--- config.mk ---
export PLATFORM = sky130hd
export DESIGN_NAME = dpd_div
export DESIGN_NICKNAME = d
export VERILOG_FILES = /design/src/hdl/dpd_pkg.sv /design/src/hdl/dpd_div.sv
export SDC_FILE = /design/constraint.sdc
export NUM_CORES = 2
export LEC_CHECK = 0
export BUFFER_PORTS_ARGS = -buffer_cell sky130_fd_sc_hd__buf_2
export CORE_UTILIZATION = 56
export DETAILED_ROUTE_END_ITERATION = 10
export GPL_ROUTABILITY_DRIVEN = 1
export PLACE_DENSITY = 0.72
export SETUP_SLACK_MARGIN = 0.4
export SLEW_MARGIN = 20
export SYNTH_ARGS = -nofsm -noshare
export SYNTH_HDL_FRONTEND = slang
export SYNTH_SLANG_ARGS = --single-unit
--- constraint.sdc ---
create_clock -name clk -period 17.4 [get_ports clk]
set_input_delay 2.61 -clock clk [delete_from_list [all_inputs] [get_ports clk]]
set_output_delay 2.61 -clock clk [all_outputs]
set_load 0.03 [all_outputs]
--- src/hdl/dpd_pkg.sv ---
`timescale 1ns / 1ps
// Shared types and constants for the double pendulum derivative pipeline.
// No dependencies; imported by every module of the block.
package dpd_pkg;

  typedef struct packed {
    logic signed [31:0] upper_angle;
    logic signed [31:0] lower_angle;
    logic signed [31:0] upper_momentum;
    logic signed [31:0] lower_momentum;
  } in_word_t;

  typedef struct packed {
    logic signed [31:0] upper_angle_rate;
    logic signed [31:0] lower_angle_rate;
    logic signed [31:0] upper_momentum_rate;
    logic signed [31:0] lower_momentum_rate;
    logic               overflow;
  } out_word_t;

  localparam int GRAV_W = 22;
  localparam logic [GRAV_W-1:0] GRAV_RESET = 22'd642253;

  // round(2^32 / (2 pi)), turns per radian scaled
  localparam logic signed [31:0] INV_TWO_PI = 32'sd683565276;
  localparam logic [31:0] QUARTER_TURN = 32'h4000_0000;
  localparam logic [30:0] ONE_Q30 = 31'h4000_0000;

  // sine polynomial coefficients in Q30, highest order first
  localparam int SIN_NK = 5;
  localparam logic [31:0] SIN_K [SIN_NK] = '{
    32'd172272, 32'd5026995, 32'd85569306, 32'd693598668, 32'd1686629713
  };
  localparam int SIN_LAT = SIN_NK + 1;

  // divider: magnitude of 24*num*2^20 fits 60 bits, quotient 40 bits
  localparam int DIV_MAG_W = 60;
  localparam int DIV_QW    = 40;
  localparam int DIV_DEN_W = 25;
  localparam int DIV_PER   = 4;
  localparam int DIV_LAT   = DIV_QW / DIV_PER;

  localparam logic [DIV_DEN_W-1:0] DEN_MIN = 25'd7340032;   // 7 in Q20
  localparam logic [DIV_DEN_W-1:0] DEN_MAX = 25'd16777216;  // 16 in Q20

  localparam logic signed [31:0] SAT_MAX = 32'sh7FFF_FFFF;
  localparam logic signed [31:0] SAT_MIN = 32'sh8000_0000;

  // clamp to 32 bits; bit 32 reports saturation
  function automatic logic [32:0] sat32(input logic signed [66:0] x);
    logic [32:0] res;
    if (x > 67'sh0_7FFF_FFFF) begin
      res = {1'b1, SAT_MAX};
    end else if (x < -67'sh0_8000_0000) begin
      res = {1'b1, SAT_MIN};
    end else begin
      res = {1'b0, x[31:0]};
    end
    return res;
  endfunction

endpackage

--- src/hdl/dpd_div.sv ---
`timescale 1ns / 1ps
// Pipelined restoring divider, four quotient bits per stage.
// Depends on dpd_pkg for widths and stage count.
module dpd_div import dpd_pkg::*; (
  input  logic                 clk,
  input  logic                 en,
  input  logic [DIV_MAG_W-1:0] mag,
  input  logic [DIV_DEN_W-1:0] den,
  input  logic                 neg,
  output logic [DIV_QW-1:0]    quo,
  output logic                 quo_neg
);

  localparam int TOP_W = DIV_MAG_W - DIV_QW;

  logic [DIV_DEN_W-1:0] rem_r [0:DIV_LAT-1];
  logic [DIV_QW-1:0]    w_r   [0:DIV_LAT-1];
  logic [DIV_DEN_W-1:0] den_r [0:DIV_LAT-1];
  logic                 neg_r [0:DIV_LAT-1];

  for (genvar k = 0; k < DIV_LAT; k++) begin : g_stage
    logic [DIV_DEN_W-1:0] rem_in;
    logic [DIV_QW-1:0]    w_in;
    logic [DIV_DEN_W-1:0] den_in;
    logic                 neg_in;
    logic [DIV_DEN_W-1:0] rem_out;
    logic [DIV_QW-1:0]    w_out;

    if (k == 0) begin : g_head
      assign rem_in = {{(DIV_DEN_W-TOP_W){1'b0}}, mag[DIV_MAG_W-1:DIV_QW]};
      assign w_in   = mag[DIV_QW-1:0];
      assign den_in = den;
      assign neg_in = neg;
    end else begin : g_body
      assign rem_in = rem_r[k-1];
      assign w_in   = w_r[k-1];
      assign den_in = den_r[k-1];
      assign neg_in = neg_r[k-1];
    end

    always_comb begin
      logic [DIV_DEN_W:0] cand;
      rem_out = rem_in;
      w_out   = w_in;
      for (int j = 0; j < DIV_PER; j++) begin
        cand = {rem_out, w_out[DIV_QW-1]};
        if (cand >= {1'b0, den_in}) begin
          cand  = cand - {1'b0, den_in};
          w_out = {w_out[DIV_QW-2:0], 1'b1};
        end else begin
          w_out = {w_out[DIV_QW-2:0], 1'b0};
        end
        rem_out = cand[DIV_DEN_W-1:0];
      end
    end

    always_ff @(posedge clk) begin
      if (en) begin
        rem_r[k] <= rem_out;
        w_r[k]   <= w_out;
        den_r[k] <= den_in;
        neg_r[k] <= neg_in;
      end
    end
  end

  assign quo     = w_r[DIV_LAT-1];
  assign quo_neg = neg_r[DIV_LAT-1];

endmodule

==> impl_metrics.csv <==
group,metric,value,unit
run_status,status,"finished, final reports clean",
timing,setup-tns-final,0,ns
setup_path,arrival,16.25,ns
setup_path,crit_family,"compound AO/OA/AOI/OAI gates",
yosys,yosysWarnings,0,
cts,clockBufferDepth,3,
yosys,ys_ff_latch,860,
route,dr.pass1.iters,8,
cts,clock_latency,0.77,ns
route,postRouteAntennaNets,0,
setup_path,start_kind,"register",
setup_path,crit_top_cell,"o21ai_0",
finish,drive_gt1_share,8.87,%
timing,setup_viol,0,
worst_hold_path,min_path_cells,0,
worst_hold_path,hold_end,"w_r[8][12]",
yosys,synthCells,9288,
cts,cts_resized,0,
route,drcViolationCount,0,
global_route,grt.overflow.total,0,
setup_path,end_kind,"register",
setup_path,crit_slowest_cell,"a2111oi_0",
yosys,syn-cell-area,0.0846,mm2
route,drtIter0Drc,5690,
timing,slew_headroom,26.0,%
finish,seq_area,0.0258,mm2
timing,tightest_slew,1.09,ns
die,die_y,391,um
die,die_area,0.153,mm2
yosys,ys.flop_type,"edfxtp_1",
setup_path,rr_endpoint,"rem_r[1][23]",
route,drt_wl_total,238000,um
placed_design,hpwl,190000,um
finish,multi_input_area,0.0557,mm2
timing,fin_worst_skew,0.0551,ns
global_route,grt_usage,30.3,%
global_route,grt_start_max_net_pins,163,
die,core_area,0.150,mm2
setup_path,ff2ff_path_depth,49,
die,fp-row-count,142,
finish,antenna_cells,0,
global_route,first_global_vias,68300,
cts,cts_buffers,98,
timing,fmax,0.0634,GHz
timing,fin_crit,15.76,ns
run,drv_cap,0,
cts,htree_levels,3,
setup_path,required,17.89,ns
cts,postCtsSetupRepairBufs,0,
setup_path,path_class,"reg -> reg",
yosys,synth_edf_count,860,
finish,layout.cells.non_filler,11500,
placed_design,dp_cells,11300,
global_route,antenna_found_initial,4,
cts,cts-root-buf,"clkbuf_16",
yosys,syn-num-nets,10400,
finish,final_core_util,60.5,%
setup_path,r2r_slack,1.64,ns
timing,hold_viol_final,0,
yosys,async_flop_share,0,%
finish,fin_nets,10500,
die,chipWidth,391,um
cts,cts_tree,"built",
timing,slew_viol_final,0,
worst_hold_path,hp-class,"reg -> reg",
global_route,grt_first_pass_wirelength,368000,um
placed_design,gp_congestion,0.989,
setup_path,cpPeakStageDelay,0.88,ns
cts,ctsHoldBuffers,0,
placed_design,io_buffers,128,
route,vias_per_cell,6.25,
route,wl_per_cell,20.7,um
setup_path,critPathMaxFanout,33,
route,num_vias,71600,
cts,clock-sinks,860,
die,io_pins,129,
yosys,avgSynthCellArea,9.10,um2
setup_path,r2r_start,"den_r[0][0]",
setup_path,worst-path-buf-inv,5,
cts,clk_pin_slew,0.06,ns
finish,areaGrowthSynthToFinish,7.19,%
yosys,seq_area_frac_synth,30.5,%
yosys,netlist-cell-type-count,95,
die,start_util,56.5,%
finish,fill_cells,13000,
worst_hold_path,holdCritStartpoint,"w_r[7][8]",
timing,rsz0062_at_grt,"no",
timing,fin_crit_sh,90.6,%
==> per-stage QoR <==
step | hold WS, ns | setup WS (ns) | area, um2
2_1_floorplan | 0.400 | 3.52 | 84600
3_3_place_gp | 0.400 | 2.01 | 87400
3_5_place_dp | 0.405 | 1.65 | 87400
4_1_cts | 0.404 | 1.71 | 90600
5_1_grt | 0.416 | 0.498 | 90600
6_report | 0.402 | 1.64 | 90600
==> worst register-to-register path: cells and delay by family (launching register included) <==
kind	cells	cell delay [ns]
compound gates	26	7.78
simple gates	11	3.12
buf+inv	5	1.51
fa+ha+maj	5	1.78
mux	2	0.77
flops	1	0.49
==> layout make-up <==
type | count | share of cell area [%]
Clock buffer | 117 | 2.81
Clock inverter | 66 | 0.801
Inverter | 612 | 2.53
Multi-Input combinational cell | 7628 | 61.5
Sequential cell | 860 | 28.5
Tap cell | 2016 | 2.78
Timing Repair Buffer | 168 | 1.09
==> cell usage after synthesis, types with 42 or more instances <==
library cell	instances	share of area (%)
a21o_1	365	3.2
a21oi_1	867	5.1
clkbuf_1	137	0.61
xnor2_1	507	5.3
o21bai_1	120	1.1
o221ai_1	42	0.43
nor2b_1	119	0.88
o211ai_1	43	0.38
nand2_1	679	3.0
nand2b_1	145	1.1
a211oi_1	89	0.79
nand4_1	154	1.1
a31oi_1	77	0.57
nor2_1	666	3.0
and2_1	51	0.38
mux2i_1	99	1.2
nor3_1	141	0.83
xor2_1	276	2.9
edfxtp_1	860	31
inv_1	596	2.6
o21ai_0	650	3.8
o31ai_1	68	0.60
ha_1	996	15
or3_1	49	0.36
nand3_1	170	1.0
mux2_2	396	5.3
o21a_1	160	1.4
and3_1	83	0.61
==> registers in the layout, indices dropped and copies added (netlist names) <==
register	cells
den_r	225
neg_r	10
rem_r	225
w_r	400
==> routing by layer <==
metal / vias up / part of all wire [%] / GRT usage, %
met5: - / 0.0050 / 0
met4: 2 / 5.0 / 14.1
met3: 594 / 5.8 / 4.09
met2: 2369 / 47 / 51.0
met1: 33800 / 42 / 38.4
li1: 34900 / - / -
==> how the worst max path moves through the flow <==
stage,cells after the start,slack (ns),startpoint,end
floorplan,51,3.52,den[18],rem_r[0][16]
global placement,47,2.01,den[14],rem_r[0][2]
detailed placement,48,1.65,den[17],rem_r[0][20]
CTS,49,1.71,den_r[0][0],rem_r[1][23]
global route,48,0.50,den_r[0][1],rem_r[1][21]
finish,49,1.64,den_r[0][0],rem_r[1][23]
==> logic make-up after synthesis <==
group,count (synthesis),synth area share [%]
DFF,860,30.5
and+or+nand+nor,2400,13.5
muxes,509,6.67
xor gates and xnor gates,783,8.11
buffers and inverters,800,3.62
adders and majority gates,1035,15.7
AOI/OAI and AO/OA,2901,21.9
==> cells in the final DEF, fill, tap and decap left out, types with 119 or more instances in the layout <==
cell type | Yosys | final
nand2_1 | 679 | 678
nor3_1 | 141 | 140
buf_2 | 21 | 127
nor2_1 | 666 | 664
edfxtp_1 | 860 | 860
nand2b_1 | 145 | 145
o21a_1 | 160 | 160
a21oi_1 | 867 | 867
mux2_2 | 396 | 396
nor2b_1 | 119 | 119
ha_1 | 996 | 996
a21o_1 | 365 | 365
xor2_1 | 276 | 276
o21bai_1 | 120 | 120
nand4_1 | 154 | 154
o21ai_0 | 650 | 650
nand3_1 | 170 | 170
inv_1 | 596 | 596
xnor2_1 | 507 | 507
Power is left out: the tool's default activity adds up to more than one toggle a clock period on the data nets, which glitch-free logic cannot reach.
